`src/rtl/qpc_pkg.sv`:
```
package qpc_pkg;

  localparam logic [7:0] EqChar = 8'h3D;

  localparam logic ModeEncode = 1'b0;
  localparam logic ModeDecode = 1'b1;

  localparam int unsigned MaxBytes = 3;
  localparam int unsigned CountW   = $clog2(MaxBytes + 1);

  // group of result bytes produced by one input beat, oldest in slot 0
  typedef struct packed {
    logic [MaxBytes-1:0][7:0] bytes;
    logic [CountW-1:0]        count;
    logic                     last;
  } qpc_result_t;

  function automatic logic [7:0] hex_upper(input logic [3:0] v);
    logic [7:0] r;
    if (v < 4'd10) begin
      r = 8'h30 + {4'd0, v};
    end else begin
      r = 8'h37 + {4'd0, v};
    end
    return r;
  endfunction

  function automatic logic hex_valid(input logic [7:0] c);
    return (c >= 8'h30 && c <= 8'h39) || (c >= 8'h41 && c <= 8'h46) ||
           (c >= 8'h61 && c <= 8'h66);
  endfunction

  // nibble value of a hex digit; only meaningful when hex_valid holds
  function automatic logic [3:0] hex_nibble(input logic [7:0] c);
    logic [3:0] r;
    if (c <= 8'h39) begin
      r = c[3:0];
    end else begin
      r = c[3:0] + 4'd9;
    end
    return r;
  endfunction

endpackage

```
`src/rtl/qpc_stream_if.sv`:
```
interface qpc_in_if;
  logic       valid;
  logic       ready;
  logic [7:0] data_byte;
  logic       msg_end;

  modport source (output valid, output data_byte, output msg_end, input ready);
  modport sink (input valid, input data_byte, input msg_end, output ready);
endinterface

interface qpc_out_if;
  logic       valid;
  logic       ready;
  logic [7:0] out_byte;
  logic       out_final;

  modport source (output valid, output out_byte, output out_final, input ready);
  modport sink (input valid, input out_byte, input out_final, output ready);
endinterface

```
`src/rtl/qpc_convert.sv`:
```
module qpc_convert
  import qpc_pkg::*;
(
  input  logic        clk_i,
  input  logic        rst_ni,
  input  logic        cfg_we_i,
  input  logic        cfg_wdata_i,
  input  logic        accept_i,
  input  logic [7:0]  data_byte_i,
  input  logic        msg_end_i,
  output qpc_result_t result_o
);

  localparam logic [1:0] PhIdle = 2'd0;
  localparam logic [1:0] PhEq   = 2'd1;
  localparam logic [1:0] PhHeld = 2'd2;

  logic       mode_q, mode_d;
  logic [1:0] phase_q, phase_d;
  logic [7:0] held_q, held_d;

  always_comb begin
    result_o      = '0;
    result_o.last = msg_end_i;
    mode_d        = mode_q;
    phase_d       = phase_q;
    held_d        = held_q;
    if (cfg_we_i) begin
      // a mode write drops any partial escape
      mode_d  = cfg_wdata_i;
      phase_d = PhIdle;
      held_d  = '0;
    end else if (accept_i) begin
      if (mode_q == ModeEncode) begin
        if (data_byte_i >= 8'h80 || data_byte_i < 8'h20 || data_byte_i == EqChar) begin
          result_o.bytes[0] = EqChar;
          result_o.bytes[1] = hex_upper(data_byte_i[7:4]);
          result_o.bytes[2] = hex_upper(data_byte_i[3:0]);
          result_o.count    = CountW'(3);
        end else begin
          result_o.bytes[0] = data_byte_i;
          result_o.count    = CountW'(1);
        end
      end else begin
        unique case (phase_q)
          PhEq: begin
            if (msg_end_i) begin
              result_o.bytes[0] = EqChar;
              result_o.bytes[1] = data_byte_i;
              result_o.count    = CountW'(2);
              phase_d           = PhIdle;
              held_d            = '0;
            end else begin
              held_d  = data_byte_i;
              phase_d = PhHeld;
            end
          end
          PhHeld: begin
            if (hex_valid(held_q) && hex_valid(data_byte_i)) begin
              result_o.bytes[0] = {hex_nibble(held_q), hex_nibble(data_byte_i)};
              result_o.count    = CountW'(1);
            end else begin
              result_o.bytes[0] = EqChar;
              result_o.bytes[1] = held_q;
              result_o.bytes[2] = data_byte_i;
              result_o.count    = CountW'(3);
            end
            phase_d = PhIdle;
            held_d  = '0;
          end
          default: begin
            // idle, and the unused code behaves as idle
            phase_d = PhIdle;
            if (data_byte_i == EqChar && !msg_end_i) begin
              phase_d = PhEq;
            end else begin
              result_o.bytes[0] = data_byte_i;
              result_o.count    = CountW'(1);
            end
          end
        endcase
      end
    end
  end

  always_ff @(posedge clk_i or negedge rst_ni) begin
    if (!rst_ni) begin
      mode_q  <= ModeEncode;
      phase_q <= PhIdle;
      held_q  <= '0;
    end else begin
      mode_q  <= mode_d;
      phase_q <= phase_d;
      held_q  <= held_d;
    end
  end

endmodule

```
`src/rtl/qpc_emitter.sv`:
```
module qpc_emitter
  import qpc_pkg::*;
(
  input  logic        clk_i,
  input  logic        rst_ni,
  input  logic        load_i,
  input  qpc_result_t result_i,
  input  logic        out_ready_i,
  output logic        load_ready_o,
  output logic        out_valid_o,
  output logic [7:0]  out_byte_o,
  output logic        out_final_o
);

  logic [MaxBytes-1:0][7:0] buf_q, buf_d;
  logic [CountW-1:0]        count_q, count_d;
  logic                     last_q, last_d;
  logic                     pop;

  assign out_valid_o  = (count_q != '0);
  assign pop          = out_valid_o && out_ready_i;
  // room for a new beat once the last buffered byte leaves this cycle
  assign load_ready_o = (count_q == '0) || (count_q == CountW'(1) && out_ready_i);
  assign out_byte_o   = buf_q[0];
  assign out_final_o  = last_q && (count_q == CountW'(1));

  always_comb begin
    buf_d   = buf_q;
    count_d = count_q;
    last_d  = last_q;
    if (load_i) begin
      buf_d   = result_i.bytes;
      count_d = result_i.count;
      last_d  = result_i.last;
    end else if (pop) begin
      for (int i = 0; i < MaxBytes - 1; i++) begin
        buf_d[i] = buf_q[i+1];
      end
      buf_d[MaxBytes-1] = '0;
      count_d = count_q - CountW'(1);
    end
  end

  always_ff @(posedge clk_i or negedge rst_ni) begin
    if (!rst_ni) begin
      count_q <= '0;
      last_q  <= 1'b0;
    end else begin
      count_q <= count_d;
      last_q  <= last_d;
    end
  end

  always_ff @(posedge clk_i) begin
    buf_q <= buf_d;
  end

endmodule

```
`src/rtl/quoted_printable_codec.sv`:
```
// Quoted-printable codec for a byte stream.
// in_if carries one message byte per beat with msg_end on its last byte;
// out_if carries the converted bytes with out_final on the last byte that
// a message produces. cfg_we_i/cfg_wdata_i write the mode bit (0 encode,
// 1 decode); the user must write it only while the stream is idle, which
// the block does not enforce. A write drops any partial escape. A beat's
// first byte appears on out_if the cycle after it. Throughput: one input
// beat per cycle while each beat yields at most one byte and out_if is
// ready. A beat that yields three bytes (an escape in encode mode, or a
// broken escape in decode mode) holds in_if off while the three-byte
// output buffer drains at one byte per cycle; occupancy and out_if.ready
// set the rate. Beats that yield nothing (an escape being gathered) are
// taken every cycle once the buffer has room. When out_if stalls the
// buffer holds its bytes and in_if.ready drops once a new beat would not
// fit. Reset clears the mode to encode, the escape state and the buffer.
module quoted_printable_codec
  import qpc_pkg::*;
(
  input  logic  clk_i,
  input  logic  rst_ni,
  input  logic  cfg_we_i,
  input  logic  cfg_wdata_i,
  qpc_in_if.sink    in_if,
  qpc_out_if.source out_if
);

  qpc_result_t result;
  logic        accept;
  logic        load_ready;

  assign in_if.ready = load_ready;
  assign accept      = in_if.valid && load_ready;

  qpc_convert u_convert (
    .clk_i       (clk_i),
    .rst_ni      (rst_ni),
    .cfg_we_i    (cfg_we_i),
    .cfg_wdata_i (cfg_wdata_i),
    .accept_i    (accept),
    .data_byte_i (in_if.data_byte),
    .msg_end_i   (in_if.msg_end),
    .result_o    (result)
  );

  qpc_emitter u_emitter (
    .clk_i        (clk_i),
    .rst_ni       (rst_ni),
    .load_i       (accept),
    .result_i     (result),
    .out_ready_i  (out_if.ready),
    .load_ready_o (load_ready),
    .out_valid_o  (out_if.valid),
    .out_byte_o   (out_if.out_byte),
    .out_final_o  (out_if.out_final)
  );

endmodule
```
`src/flat_wrapper.sv`:
```
// flat-port wrapper written by rule: the top's interface ports become plain ports
module quoted_printable_codec_flat import qpc_pkg::*;
  (clk_i, rst_ni, cfg_we_i, cfg_wdata_i, in_if_valid, in_if_data_byte, in_if_msg_end, in_if_ready, out_if_valid, out_if_out_byte, out_if_out_final, out_if_ready);
  qpc_in_if in_if_i ();
  qpc_out_if out_if_i ();
  input  logic clk_i;
  input  logic rst_ni;
  input  logic cfg_we_i;
  input  logic cfg_wdata_i;
  input wire logic [$bits(in_if_i.valid)-1:0] in_if_valid;
  input wire logic [$bits(in_if_i.data_byte)-1:0] in_if_data_byte;
  input wire logic [$bits(in_if_i.msg_end)-1:0] in_if_msg_end;
  output wire logic [$bits(in_if_i.ready)-1:0] in_if_ready;
  output wire logic [$bits(out_if_i.valid)-1:0] out_if_valid;
  output wire logic [$bits(out_if_i.out_byte)-1:0] out_if_out_byte;
  output wire logic [$bits(out_if_i.out_final)-1:0] out_if_out_final;
  input wire logic [$bits(out_if_i.ready)-1:0] out_if_ready;
  assign in_if_i.valid = in_if_valid;
  assign in_if_i.data_byte = in_if_data_byte;
  assign in_if_i.msg_end = in_if_msg_end;
  assign in_if_ready = in_if_i.ready;
  assign out_if_valid = out_if_i.valid;
  assign out_if_out_byte = out_if_i.out_byte;
  assign out_if_out_final = out_if_i.out_final;
  assign out_if_i.ready = out_if_ready;
  quoted_printable_codec u_core (.clk_i(clk_i), .rst_ni(rst_ni), .cfg_we_i(cfg_we_i), .cfg_wdata_i(cfg_wdata_i), .in_if(in_if_i), .out_if(out_if_i));
endmodule
```
`config.mk`:
```
export PLATFORM = sky130hd
export DESIGN_NAME = quoted_printable_codec_flat
export DESIGN_NICKNAME = d
export VERILOG_FILES = /design/src/rtl/qpc_pkg.sv /design/src/rtl/qpc_stream_if.sv /design/src/rtl/qpc_convert.sv /design/src/rtl/qpc_emitter.sv /design/src/rtl/quoted_printable_codec.sv /design/src/flat_wrapper.sv
export SDC_FILE = /design/constraint.sdc
export NUM_CORES = 1
export LEC_CHECK = 0
export ABC_AREA = 1
export BUFFER_PORTS_ARGS = -buffer_cell sky130_fd_sc_hd__buf_4
export CAP_MARGIN = 20
export CORE_UTILIZATION = 45
export CTS_BUF_LIST = sky130_fd_sc_hd__clkbuf_16
export CTS_CLUSTER_SIZE = 25
export DETAILED_ROUTE_END_ITERATION = 10
export GPL_TIMING_DRIVEN = 1
export PLACE_DENSITY_LB_ADDON = 0.1
export SKIP_LAST_GASP = 1
export SLEW_MARGIN = 0
export SYNTH_ARGS = -nofsm -noshare
export SYNTH_HDL_FRONTEND = slang
export SYNTH_HIERARCHICAL = 1
export SYNTH_SLANG_ARGS = --single-unit
```
`constraint.sdc`:
```
create_clock -name clk_i -period 2.9 [get_ports clk_i]
set_input_delay 0.145 -clock clk_i [delete_from_list [all_inputs] [get_ports clk_i]]
set_output_delay 0.145 -clock clk_i [all_outputs]
set_load 0.05 [all_outputs]
```
==> results.tsv <==
stage	metric	value	unit
timing	clock_skew	6.53	ps
yosys	synth_warnings	6	
final_layout	multi_input_area	1620	sq um
clocking	cts_resized	0	
worst_setup_path	r2r_end	u_core/u_emitter/out_byte_o[5]	
power_and_ir_drop	leakagePower	0.00172	uW
die	io_pins	26	
drt	ant_nets	0	
place	dp_slack	588	ps
grt	grtUsageTotal	0.252	
worst_setup_path	crit_end	u_core/u_emitter/out_byte_o[5]	
clocking	tritoncts	built	
worst_setup_path	cp.arrival	2380	ps
yosys	syn_inst	451	
die	die_y	84.6	um
clocking	clk_pin_slew	60	ps
drt	postRouteWirelength	8480	um
final_layout	final_nets	498	
die	dieArea	7160	sq um
drt	drt-initial-drc-count	233	
timing	post-route-period-util	0.812	
final_layout	stdcell_area	3440	sq um
clocking	cts_sinks	38	
place	post-dp-hpwl	6380	um
worst_setup_path	r2r_slack	550	ps
yosys	synth_edf_count	24	
timing	period_needed	2350	ps
die	rows	29	
grt	top_usage_layer	met2	
drt	vias_per_cell	5.34	
grt	grt_pass1_vias	2789	
power_and_ir_drop	ir_drop	0.335	mV
timing	fin_tns_setup	0	ps
yosys	synth_area_per_cell	6.81	sq um
worst_setup_path	critPathLaunch	u_core/u_convert/held_q[0]	
power_and_ir_drop	power.total	2600	uW
yosys	ys_seq_area_frac	0.349	
worst_setup_path	cp_slowest_cell	dfrtp_1	
drt	wl_per_cell	15.5	um
power_and_ir_drop	power.density	756	nW/um^2
worst_setup_path	critPathRequiredTime	2930	ps
final_layout	diodes	0	
grt	overflow	0	
grt	antenna_found_initial	0	
clocking	cts_buffers	5	
flow_run	cap_violations	0	
clocking	cts_root_buf	clkbuf_16	
worst_setup_path	reg2reg_depth	15	
final_layout	drive_above_1_share	0.123	
grt	gr-usage-met1	0.342	
die	die_w	84.6	um
timing	setup_viol	0	
place	port_buffers	25	
place	gp_congestion	0.995	
hold_path	hold_depth	3	
drt	num_vias	2923	
final_layout	regArea	1070	sq um
clocking	htree_levels	2	
grt	grt_pass1_wl	13900	um
grt	grt_use_met2	0.415	
die	core	6460	sq um
timing	slew_viol_final	0	
final_layout	nFillCells	667	
worst_setup_path	critPathKind	register to register	
timing	timing_hold_violations_final	0	
grt	use_met3	0.0305	
yosys	async_flop_share	0.368	
place	postPlaceCellArea	3260	sq um
yosys	synthesis.nets	480	
hold_path	hp-class	input pin to register	
clocking	clk_latency	280	ps
run_status	status	complete, but fails checks	
clocking	clock_path_buffers	2	
worst_setup_path	cp_max_fo	7	
run_status	violations	DRC	
yosys	ys_types	35	
drt	drcViolationCount	3	
final_layout	area_growth	11.8	%
grt	grt_start_max_net_pins	32	
timing	slew_headroom	0.597	
timing	fmax	425	MHz
drt	first_pass_iters	9	
yosys	netlist_area	3070	sq um
timing	rsz0062_at_grt	no	
worst_setup_path	crit_chain	inv_1 -> ha_1 -> inv_1 -> nor2_1 -> nor2_1 -> nand2_1 -> nand3_1 -> nand3_1 -> nand2_4 -> nand2_4 -> nand2_4 -> o21ai_0 -> inv_1 -> nand2_1 -> nand2_1	
yosys	synth-main-ff-cell	edfxtp_1	
worst_setup_path	cpPeakStageDelay	470	ps
worst_setup_path	endpoint_kind	register	
worst_setup_path	startpoint_type	register	
timing	worst-slew-pin-transition	604	ps
yosys	ys_ff_latch	38	
die	initial_core_util	0.476	
worst_setup_path	timing.rr.start	u_core/u_convert/held_q[0]	
timing	setup_ws	547	ps
-- layer usage --
metal / share of wire / wire length (um)
met1: 0.47 / 3990
met2: 0.46 / 3870
met3: 0.054 / 457
met4: 0.019 / 165
met5: 0 / 0
-- synthesized netlist by cell type, drive strengths merged (2+ instances only) --
cell type,n,area [sq um]
a211oi,2,15.0
a21oi,25,125
buf,18,126
clkbuf,3,12.5
clkinv,4,15.0
dfrtp,14,350
edfxtp,24,721
ha,14,175
inv,61,229
nand2,158,631
nand3,20,105
nor2,39,161
nor3,8,45.0
o21ai,40,204
o22ai,2,12.5
o31ai,9,67.6
xor2,5,43.8
-- cells in the final DEF, fill, tap and decap left out --
cell,synthesis,layout
nand3_1,19,19
nand3b_1,1,1
nand3_2,1,1
nand2_4,4,4
nand4_1,1,1
nor2_2,3,3
a31oi_1,1,1
buf_4,10,31
nand2_1,151,151
o21ai_0,35,35
bufinv_16,0,1
inv_1,55,56
clkinv_1,4,5
o21ai_1,4,4
o22ai_1,2,2
a211oi_1,2,2
inv_2,6,6
nor2_1,35,35
edfxtp_1,24,24
nor3b_1,1,1
a21oi_1,25,25
dfrtp_1,14,14
dlygate4sd3_1,0,1
o21ai_2,1,1
or2_2,1,1
xor2_1,5,5
nor2_4,1,1
ha_1,14,14
clkbuf_16,0,5
nor3_1,7,7
nor3_2,1,1
nand2_2,3,3
o31ai_1,9,9
-- through the flow --
stage               utilization  instances  hold slack (ps)
floorplan                     -        451             -151
global placement          0.505        538             11.2
detailed placement        0.505        538             13.6
CTS                       0.532        547             77.4
global route              0.532        547             77.4
finish                    0.532        547             79.8
-- flip-flops by register name, summed over array words and instances, names as in the netlist --
register                     count
u_core/u_emitter/buf_q          16
u_core/u_convert/held_q          8
u_core/u_emitter/out_byte_o      8
u_core/u_convert/phase_q         2
u_core/u_emitter/count_q         2
u_core/u_convert/mode_q          1
u_core/u_emitter/last_q          1
-- report_power, final --
part | switching (uW) | internal, uW | total (uW)
logic | 763 | 297 | 1060
clock network | 211 | 400 | 611
registers | 85.5 | 841 | 926
total | 1060 | 1540 | 2600
-- kinds of logic after synthesis --
| logic type | after synthesis | synth area share |
|---|---|---|
| AOI/OAI and AO/OA | 79 | 0.140 |
| adders and majority gates | 14 | 0.0570 |
| DFF | 38 | 0.349 |
| xor gates and xnor gates | 5 | 0.0143 |
| and+or+nand+nor | 229 | 0.316 |
| buffers and inverters | 86 | 0.125 |
-- layout make-up --
cell class                      instances  share of cell area
Clock inverter                          3              0.0109
Multi-Input combinational cell        327               0.471
Tap cell                               77              0.0280
Sequential cell                        38               0.312
Timing Repair Buffer                   32              0.0706
Clock buffer                            5              0.0364
Inverter                               65              0.0710
-- worst min-delay path by stage --
stage,to,startpoint
floorplan,u_core/u_convert/held_q[0],rst_ni
global placement,u_core/u_convert/held_q[7],rst_ni
detailed placement,u_core/u_convert/held_q[7],rst_ni
CTS,u_core/u_convert/mode_q,cfg_wdata_i
global route,u_core/u_convert/mode_q,cfg_wdata_i
finish,u_core/u_convert/mode_q,cfg_wdata_i
-- worst max-delay path: cells and delay by family (launching register included) --
kind | cells | cell delay [ps]
simple gates | 10 | 980
flops | 1 | 470
buf+inv | 3 | 270
compound gates | 1 | 240
fa+ha+maj | 1 | 150
-- timing repair --
item	in CTS	in global routing
hold buffers	1	0
hold endpoints to repair	14	0
buffers inserted	0	0
No activity file was read; power rests on OpenSTA's default activity.
